[src/rtl/copy_page_boundary_splitter_unit_defines.svh]
// Assertion macros shared by the splitter RTL.
`ifndef COPY_PAGE_BOUNDARY_SPLITTER_UNIT_DEFINES_SVH
`define COPY_PAGE_BOUNDARY_SPLITTER_UNIT_DEFINES_SVH

// Same-cycle implication, checked outside reset.
`define CPBS_ASSERT_NOW(label, clk, rst, ante, cons, msg) \
   label: assert property (@(posedge clk) disable iff (rst) (ante) |-> (cons)) else $error(msg);

// Next-cycle implication, checked outside reset.
`define CPBS_ASSERT_NEXT(label, clk, rst, ante, cons, msg) \
   label: assert property (@(posedge clk) disable iff (rst) (ante) |=> (cons)) else $error(msg);

`endif

[src/rtl/cpbs_pkg.sv]
// Shared types and constants of the copy page boundary splitter.
`timescale 1ns / 1ps

package cpbs_pkg;

   // Fixed field widths
   localparam int SEG_LEN_W   = 32;
   localparam int OFF_W       = 12;
   localparam int IDX_W       = 5;
   localparam int CHUNK_LEN_W = 13;
   localparam int STATUS_W    = 2;
   localparam int RSP_DATA_W  = 48;
   localparam int RSP_USED_W  = 2 * OFF_W + 2 * IDX_W + CHUNK_LEN_W;

   // Result status codes
   localparam logic [STATUS_W-1:0] STATUS_CHUNK   = 2'd0;
   localparam logic [STATUS_W-1:0] STATUS_DST_BIG = 2'd1;
   localparam logic [STATUS_W-1:0] STATUS_SRC_BIG = 2'd2;

   // Step unit operations
   typedef enum logic [1:0] {
      OP_CHECK_DST,
      OP_CHECK_SRC,
      OP_CHUNK
   } step_op_type;

   // Step unit flags
   typedef struct packed {
      logic over;       // offset + length spans too many pages
      logic cross_src;  // chunk ends at a source page boundary
      logic cross_dst;  // chunk ends at a destination page boundary
      logic done;       // chunk consumes the rest of the segment
   } step_flags_type;

endpackage

[src/rtl/cpbs_step_unit.sv]
// Shared step unit: page span check and chunk length calculation.
`timescale 1ns / 1ps

module cpbs_step_unit #(
   parameter int PAGE_BITS = 12,
   parameter int MAX_PAGES = 32
) (
   input  cpbs_pkg::step_op_type            op,
   input  logic [PAGE_BITS-1:0]             src_off,
   input  logic [PAGE_BITS-1:0]             dst_off,
   input  logic [cpbs_pkg::SEG_LEN_W-1:0]   remaining,
   output logic [PAGE_BITS:0]               len,
   output logic [cpbs_pkg::SEG_LEN_W-1:0]   remaining_next,
   output cpbs_pkg::step_flags_type         flags
);

   localparam int                      LEN_W   = cpbs_pkg::SEG_LEN_W;
   localparam int unsigned             LIMIT_I = MAX_PAGES * (2 ** PAGE_BITS);
   localparam logic [LEN_W:0]          LIMIT   = (LEN_W + 1)'(LIMIT_I);
   localparam logic [PAGE_BITS:0]      PSZ     = (PAGE_BITS + 1)'(2 ** PAGE_BITS);

   logic [PAGE_BITS-1:0] chk_off;
   logic [LEN_W:0]       span_sum;
   logic [PAGE_BITS:0]   room_src;
   logic [PAGE_BITS:0]   room_dst;
   logic [PAGE_BITS:0]   room_min;
   logic                 rem_short;

   // span check: ceil((off + len) / page) > MAX_PAGES  <=>  off + len > MAX_PAGES * page
   assign chk_off  = (op == cpbs_pkg::OP_CHECK_SRC) ? src_off : dst_off;
   assign span_sum = {1'b0, remaining} + (LEN_W + 1)'(chk_off);

   assign room_src  = PSZ - {1'b0, src_off};
   assign room_dst  = PSZ - {1'b0, dst_off};
   assign room_min  = (room_src < room_dst) ? room_src : room_dst;
   assign rem_short = remaining < LEN_W'(room_min);

   assign len            = rem_short ? remaining[PAGE_BITS:0] : room_min;
   assign remaining_next = remaining - LEN_W'(len);

   always_comb begin
      flags.over      = (op != cpbs_pkg::OP_CHUNK) && (span_sum > LIMIT);
      flags.cross_src = (len == room_src);
      flags.cross_dst = (len == room_dst);
      flags.done      = (remaining_next == '0);
   end

endmodule

[src/rtl/copy_page_boundary_splitter_unit.sv]
// Top level of the copy page boundary splitter.
// Each request item is one copy segment (src_base, dst_base, length,
// tlast = last segment of the request). The block first checks that the destination and
// then the source span at most MAX_PAGES pages, one check per cycle on the shared step
// unit; a failing check gives a single error item (tuser = status, tlast = 1) and drops
// the later segments of the request up to and including the one with tlast set. A passing
// segment is cut into chunks that cross no source or destination page boundary, one chunk
// item per cycle while the response side takes them, the last chunk carrying tlast. A
// segment passes through the accept, the destination check, the source check and one
// chunk step per item; a failing check leads to an error step instead, and zero-length
// and dropped segments end at the accept. A busy response side holds the chunk and error
// steps. The sequencer takes a new segment only once the previous one has handed its
// final item to the response register. No clearing pass follows reset.
`timescale 1ns / 1ps
`include "copy_page_boundary_splitter_unit_defines.svh"

module copy_page_boundary_splitter_unit #(
   parameter int PAGE_BITS  = 12,
   parameter int MAX_PAGES  = 32,
   parameter int ADDR_WIDTH = 48,
   localparam int REQ_DATA_W = ((2 * ADDR_WIDTH + cpbs_pkg::SEG_LEN_W + 7) / 8) * 8
) (
   input  logic                                clock,
   input  logic                                reset,
   // request: tdata = src_base, dst_base, seg_length (from bit 0 up), zero padded
   input  logic                                req_tvalid,
   output logic                                req_tready,
   input  logic [REQ_DATA_W-1:0]               req_tdata,
   input  logic                                req_tlast,   // last_in_request
   // response: tdata = src_offset, dst_offset, src_page_index, dst_page_index,
   //           chunk_length (from bit 0 up), zero padded
   output logic                                rsp_tvalid,
   input  logic                                rsp_tready,
   output logic [cpbs_pkg::RSP_DATA_W-1:0]     rsp_tdata,
   output logic [cpbs_pkg::STATUS_W-1:0]       rsp_tuser,   // status
   output logic                                rsp_tlast    // last
);

   localparam int LEN_W = cpbs_pkg::SEG_LEN_W;
   localparam logic [PAGE_BITS:0] PSZ = (PAGE_BITS + 1)'(2 ** PAGE_BITS);

   // sequencer states
   localparam logic [2:0] ST_IDLE      = 3'd0;
   localparam logic [2:0] ST_CHECK_DST = 3'd1;
   localparam logic [2:0] ST_CHECK_SRC = 3'd2;
   localparam logic [2:0] ST_ERROR     = 3'd3;
   localparam logic [2:0] ST_CHUNK     = 3'd4;

   logic [2:0]                     state_ff, state_in;
   logic                           failed_ff, failed_in;
   logic                           last_req_ff, last_req_in;
   logic [cpbs_pkg::STATUS_W-1:0]  err_status_ff, err_status_in;
   logic [PAGE_BITS-1:0]           soff_ff, soff_in;
   logic [PAGE_BITS-1:0]           doff_ff, doff_in;
   logic [LEN_W-1:0]               rem_ff, rem_in;
   logic [cpbs_pkg::IDX_W-1:0]     si_ff, si_in;
   logic [cpbs_pkg::IDX_W-1:0]     di_ff, di_in;

   // response register
   logic                              rsp_valid_ff, rsp_valid_in;
   logic [cpbs_pkg::STATUS_W-1:0]     rsp_status_ff, rsp_status_in;
   logic [cpbs_pkg::OFF_W-1:0]        rsp_soff_ff, rsp_soff_in;
   logic [cpbs_pkg::OFF_W-1:0]        rsp_doff_ff, rsp_doff_in;
   logic [cpbs_pkg::IDX_W-1:0]        rsp_si_ff, rsp_si_in;
   logic [cpbs_pkg::IDX_W-1:0]        rsp_di_ff, rsp_di_in;
   logic [cpbs_pkg::CHUNK_LEN_W-1:0]  rsp_len_ff, rsp_len_in;
   logic                              rsp_last_ff, rsp_last_in;

   // step unit
   cpbs_pkg::step_op_type     step_op;
   logic [PAGE_BITS:0]        step_len;
   logic [LEN_W-1:0]          step_rem_next;
   cpbs_pkg::step_flags_type  step_flags;

   logic req_accept;
   logic out_free;
   logic [LEN_W-1:0] req_len;

   assign req_tready = (state_ff == ST_IDLE);
   assign req_accept = req_tvalid && req_tready;
   assign out_free   = !rsp_valid_ff || rsp_tready;
   assign req_len    = req_tdata[2*ADDR_WIDTH +: LEN_W];

   always_comb begin
      unique case (state_ff)
         ST_CHECK_SRC: step_op = cpbs_pkg::OP_CHECK_SRC;
         ST_CHUNK:     step_op = cpbs_pkg::OP_CHUNK;
         default:      step_op = cpbs_pkg::OP_CHECK_DST;
      endcase
   end

   cpbs_step_unit #(
      .PAGE_BITS (PAGE_BITS),
      .MAX_PAGES (MAX_PAGES)
   ) u_step (
      .op             (step_op),
      .src_off        (soff_ff),
      .dst_off        (doff_ff),
      .remaining      (rem_ff),
      .len            (step_len),
      .remaining_next (step_rem_next),
      .flags          (step_flags)
   );

   always_comb begin
      state_in      = state_ff;
      failed_in     = failed_ff;
      last_req_in   = last_req_ff;
      err_status_in = err_status_ff;
      soff_in       = soff_ff;
      doff_in       = doff_ff;
      rem_in        = rem_ff;
      si_in         = si_ff;
      di_in         = di_ff;

      rsp_valid_in  = rsp_valid_ff && !rsp_tready;
      rsp_status_in = rsp_status_ff;
      rsp_soff_in   = rsp_soff_ff;
      rsp_doff_in   = rsp_doff_ff;
      rsp_si_in     = rsp_si_ff;
      rsp_di_in     = rsp_di_ff;
      rsp_len_in    = rsp_len_ff;
      rsp_last_in   = rsp_last_ff;

      unique case (state_ff)
         ST_IDLE: begin
            if (req_accept) begin
               soff_in     = req_tdata[PAGE_BITS-1:0];
               doff_in     = req_tdata[ADDR_WIDTH +: PAGE_BITS];
               rem_in      = req_len;
               last_req_in = req_tlast;
               si_in       = '0;
               di_in       = '0;
               // dropped segment of a failed request: only tlast matters
               if (failed_ff) begin
                  if (req_tlast) begin
                     failed_in = 1'b0;
                  end
               end else if (req_len != '0) begin
                  state_in = ST_CHECK_DST;
               end
            end
         end
         ST_CHECK_DST: begin
            if (step_flags.over) begin
               err_status_in = cpbs_pkg::STATUS_DST_BIG;
               state_in      = ST_ERROR;
            end else begin
               state_in = ST_CHECK_SRC;
            end
         end
         ST_CHECK_SRC: begin
            if (step_flags.over) begin
               err_status_in = cpbs_pkg::STATUS_SRC_BIG;
               state_in      = ST_ERROR;
            end else begin
               state_in = ST_CHUNK;
            end
         end
         ST_ERROR: begin
            if (out_free) begin
               rsp_valid_in  = 1'b1;
               rsp_status_in = err_status_ff;
               rsp_soff_in   = '0;
               rsp_doff_in   = '0;
               rsp_si_in     = '0;
               rsp_di_in     = '0;
               rsp_len_in    = '0;
               rsp_last_in   = 1'b1;
               // an error on the request's final segment leaves the flag clear
               failed_in     = !last_req_ff;
               state_in      = ST_IDLE;
            end
         end
         ST_CHUNK: begin
            if (out_free) begin
               rsp_valid_in  = 1'b1;
               rsp_status_in = cpbs_pkg::STATUS_CHUNK;
               rsp_soff_in   = cpbs_pkg::OFF_W'(soff_ff);
               rsp_doff_in   = cpbs_pkg::OFF_W'(doff_ff);
               rsp_si_in     = si_ff;
               rsp_di_in     = di_ff;
               rsp_len_in    = cpbs_pkg::CHUNK_LEN_W'(step_len);
               rsp_last_in   = step_flags.done;
               soff_in       = PAGE_BITS'({1'b0, soff_ff} + step_len);
               doff_in       = PAGE_BITS'({1'b0, doff_ff} + step_len);
               rem_in        = step_rem_next;
               si_in         = si_ff + cpbs_pkg::IDX_W'(step_flags.cross_src);
               di_in         = di_ff + cpbs_pkg::IDX_W'(step_flags.cross_dst);
               if (step_flags.done) begin
                  state_in = ST_IDLE;
               end
            end
         end
         default: begin
            state_in = ST_IDLE;
         end
      endcase
   end

   always_ff @(posedge clock) begin
      if (reset) begin
         state_ff     <= ST_IDLE;
         failed_ff    <= 1'b0;
         rsp_valid_ff <= 1'b0;
      end else begin
         state_ff     <= state_in;
         failed_ff    <= failed_in;
         rsp_valid_ff <= rsp_valid_in;
      end
   end

   always_ff @(posedge clock) begin
      last_req_ff   <= last_req_in;
      err_status_ff <= err_status_in;
      soff_ff       <= soff_in;
      doff_ff       <= doff_in;
      rem_ff        <= rem_in;
      si_ff         <= si_in;
      di_ff         <= di_in;
      rsp_status_ff <= rsp_status_in;
      rsp_soff_ff   <= rsp_soff_in;
      rsp_doff_ff   <= rsp_doff_in;
      rsp_si_ff     <= rsp_si_in;
      rsp_di_ff     <= rsp_di_in;
      rsp_len_ff    <= rsp_len_in;
      rsp_last_ff   <= rsp_last_in;
   end

   assign rsp_tvalid = rsp_valid_ff;
   assign rsp_tuser  = rsp_status_ff;
   assign rsp_tlast  = rsp_last_ff;
   assign rsp_tdata  = {(cpbs_pkg::RSP_DATA_W - cpbs_pkg::RSP_USED_W)'(0),
                        rsp_len_ff, rsp_di_ff, rsp_si_ff, rsp_doff_ff, rsp_soff_ff};

   // error items are always the sole, final item of their segment
   `CPBS_ASSERT_NOW(a_err_is_last, clock, reset,
      rsp_valid_ff && (rsp_status_ff != cpbs_pkg::STATUS_CHUNK), rsp_last_ff && (rsp_len_ff == '0),
      "error item without tlast or with nonzero length")
   // chunk items carry a length between 1 and one page
   `CPBS_ASSERT_NOW(a_chunk_len, clock, reset,
      rsp_valid_ff && (rsp_status_ff == cpbs_pkg::STATUS_CHUNK),
      (rsp_len_ff != '0) && ((PAGE_BITS + 1)'(rsp_len_ff) <= PSZ),
      "chunk length out of range")
   // a segment of a failed request produces nothing
   `CPBS_ASSERT_NEXT(a_drop_failed, clock, reset,
      req_accept && failed_ff, state_ff == ST_IDLE,
      "dropped segment started the sequencer")
   // a chunk step never runs with nothing left
   `CPBS_ASSERT_NOW(a_chunk_rem, clock, reset,
      state_ff == ST_CHUNK, rem_ff != '0,
      "chunk step with empty remainder")

endmodule

[config.mk]
export PLATFORM = sky130hd
export DESIGN_NAME = copy_page_boundary_splitter_unit
export DESIGN_NICKNAME = d
export VERILOG_FILES = /design/src/rtl/cpbs_pkg.sv /design/src/rtl/cpbs_step_unit.sv /design/src/rtl/copy_page_boundary_splitter_unit.sv
export VERILOG_INCLUDE_DIRS = /design/src /design/src/rtl
export SDC_FILE = /design/constraint.sdc
export NUM_CORES = 1
export LEC_CHECK = 0
export BUFFER_PORTS_ARGS = -buffer_cell sky130_fd_sc_hd__buf_2
export CAP_MARGIN = 10
export CORE_ASPECT_RATIO = 1.4
export CORE_MARGIN = 2
export CORE_UTILIZATION = 30
export DETAILED_ROUTE_END_ITERATION = 8
export HOLD_SLACK_MARGIN = 0.03
export SYNTH_ARGS = -nofsm -noshare
export SYNTH_HDL_FRONTEND = slang
export SYNTH_SLANG_ARGS = --single-unit
[constraint.sdc]
create_clock -name clock -period 12.1 [get_ports clock]
set_clock_uncertainty 0.2 [all_clocks]
set_input_delay 2.42 -clock clock [delete_from_list [all_inputs] [get_ports clock]]
set_output_delay 2.42 -clock clock [all_outputs]
set_load 0.01 [all_outputs]
==> results.sh <==
export IMPL_path_clk_slew_ps=60
export IMPL_synth_top_family_by_area="simple AND/OR/NAND/NOR gates"
export IMPL_grt_setup_unrepaired="false"
export IMPL_fin_crit_ps=11070
export IMPL_wl_per_cell_um=19.2
export IMPL_vias=9293
export IMPL_critPathMaxFanout=13
export IMPL_syn_area_um2=10700
export IMPL_crit_required_ps=12170
export IMPL_grt_pass1_wl_um=51900
export IMPL_ys_types=97
export IMPL_synth_nets=1383
export IMPL_cp_slowest_stage_delay_ps=530
export IMPL_drcViolationCount=0
export IMPL_n_antenna_cell=0
export IMPL_antenna_found_initial=0
export IMPL_cts_tree="yes"
export IMPL_synth_xor_area_frac=0.100
export IMPL_routabilityCongestion=0.914
export IMPL_cap_violations=0
export IMPL_ios=186
export IMPL_path_class="reg2reg"
export IMPL_fin_crit_sh=0.915
export IMPL_grt_max_degree=79
export IMPL_setup_violations_final=0
export IMPL_synth_compound_area_share=0.182
export IMPL_synth_cells=1187
export IMPL_slew_violations=0
export IMPL_final_common_cell="nand2_1"
export IMPL_die_y_um=227
export IMPL_p_leak_nw=4.97
export IMPL_drive_gt1_frac=0.173
export IMPL_r2r_cells=40
export IMPL_viasPerCell=5.32
export IMPL_slew_limit_headroom=0.237
export IMPL_synth_seq_cells=124
export IMPL_start_util=0.305
export IMPL_drtIter0Drc=663
export IMPL_fp_row_count=81
export IMPL_first_pass_iters=5
export IMPL_outcome="completed"
export IMPL_async_flop_share=0
export IMPL_synth_simple_area_share=0.215
export IMPL_hold_buffers=0
export IMPL_hpwl_um=26000
export IMPL_h_tree_depth=4
export IMPL_totalWireLength_um=33500
export IMPL_finish_utilization=0.349
export IMPL_ys_warnings_count=0
export IMPL_core_area_um2=35000
export IMPL_stdcell_area_um2=12200
export IMPL_clk_latency_ps=430
export IMPL_worst_ep_arrival_time_ps=11140
export IMPL_grtUsageTotal=0.183
export IMPL_cts_made_buffers=17
export IMPL_crit_slowest_cell="xor2_1"
export IMPL_irDropWorstVdd_mv=0.105
export IMPL_fmax_mhz=90.3
export IMPL_clk_path_buf_depth=2
export IMPL_cts_setup_buffers=0
export IMPL_endpoint_kind="flop"
export IMPL_postSynthAreaPerCell_um2=8.98
export IMPL_ctsResizeCount=0
export IMPL_synth_edf_count=119
export IMPL_cts_sink_count=124
export IMPL_final_cell_mix="nand2_1 (130), edfxtp_1 (119), buf_2 (112)"
export IMPL_yosysSeqAreaShare=0.345
export IMPL_ant_nets=0
export IMPL_port_buffers=112
export IMPL_grt_pass1_vias=9186
export IMPL_die_area_um2=37100
export IMPL_synth_fa_ha_area_frac=0.0875
export IMPL_start_kind="flop"
export IMPL_finalHoldViolCount=0
export IMPL_die_width_um=163
export IMPL_synthFlopType="edfxtp_1"
export IMPL_worstMarginPinSlew_ps=1130
export IMPL_grt_ovfl_total=0
export IMPL_nNetsFinal=1473
export IMPL_whs_path_depth=2
export IMPL_placed_area_um2=11600
export IMPL_areaGrowthSynthToFinish_pct=14.5
export IMPL_min_path_type="reg2reg"
export IMPL_cts_root_buf="clkbuf_16"
export IMPL_finalSetupTns_ps=0
export IMPL_muxShareOfSynthArea=0.0227
export IMPL_power_density_nw_per_um2=232
-- flip-flops by register name (all words and copies together) (netlist names), 12 cells and up --
register and cells:
rem_ff 32, rsp_len_ff 13, doff_ff 12, rsp_doff_ff 12, rsp_soff_ff 12, soff_ff 12
-- metal layers --
metal  wire length [um]  GRT usage  share of wire  up-vias
met5                  0          0              0        -
met4               1470     0.0945          0.044        0
met3               1440     0.0246          0.043       73
met2              16800      0.321           0.50      300
met1              13800      0.218           0.41     4401
li1                   -          -              -     4519
-- per-stage QoR --
step | power, mW | worst slack, ps | cells | hold WS (ps)
floorplan | 1.88 | 3190 | 1187 | 244
global placement | 2.27 | 1260 | 1714 | 264
detailed placement | 2.29 | 1190 | 1714 | 270
CTS | 2.82 | 1120 | 1746 | 279
global route | 3.02 | 336 | 1746 | 297
finish | 2.82 | 1030 | 1746 | 281
-- path summary, 6_finish.rpt --
path | slack, ps | to | start
worst max-delay path | 1030 | rsp_tlast | doff_ff[0]
worst min-delay path | 280 | failed_ff | failed_ff
worst max register to register | 1030 | rsp_tlast | doff_ff[0]
worst min register to register | 280 | failed_ff | failed_ff
-- synth_stat cells, drive strengths merged (9+ instances only) --
master	instances	area (um^2)
o21ai	90	477
nand2	132	498
nor3	27	145
ha	60	751
nor4	30	228
maj3	12	121
mux2	15	169
nand2b	9	56.3
a21oi	67	354
and2	17	106
buf	18	145
xnor2	71	629
nor2b	9	56.3
inv	60	225
nand3	23	115
xor2	49	437
o211ai	12	128
a31oi	11	75.1
edfxtp	119	3570
clkbuf	36	135
o21bai	22	165
and3	40	250
nor2	94	365
nand4	19	119
a21o	20	150
-- power breakdown --
group / total (mW) / switching (mW) / internal [mW]
clock: 0.512 / 0.209 / 0.302
combinational: 1.62 / 0.985 / 0.633
sequential: 0.695 / 0.120 / 0.575
-- final cells by class --
| cell class | count | area [um^2] |
|---|---|---|
| Fill cell | 3661 | 22800 |
| Timing Repair Buffer | 125 | 658 |
| Multi-Input combinational cell | 948 | 6490 |
| Inverter | 61 | 229 |
| Tap cell | 456 | 571 |
| Clock buffer | 17 | 425 |
| Sequential cell | 124 | 3670 |
| Clock inverter | 15 | 148 |
-- critical path, delay by kind of cell (launching register included) --
| family | cells | cell delay [ps] |
|---|---|---|
| flops | 1 | 490 |
| fa+ha+maj | 5 | 1560 |
| compound gates | 18 | 4590 |
| simple gates | 13 | 2920 |
| xor+xnor | 2 | 800 |
| buf+inv | 2 | 330 |
-- kinds of logic after synthesis --
logic type | count (synthesis)
AND/OR/NAND/NOR | 441
AO/OA/AOI/OAI | 290
flip-flops | 124
XOR/XNOR | 120
buffers and inverters | 115
adder cells (fa/ha/maj) | 75
multiplexers | 21
other | 1
Note: power is estimated with default switching activity, not from simulation.
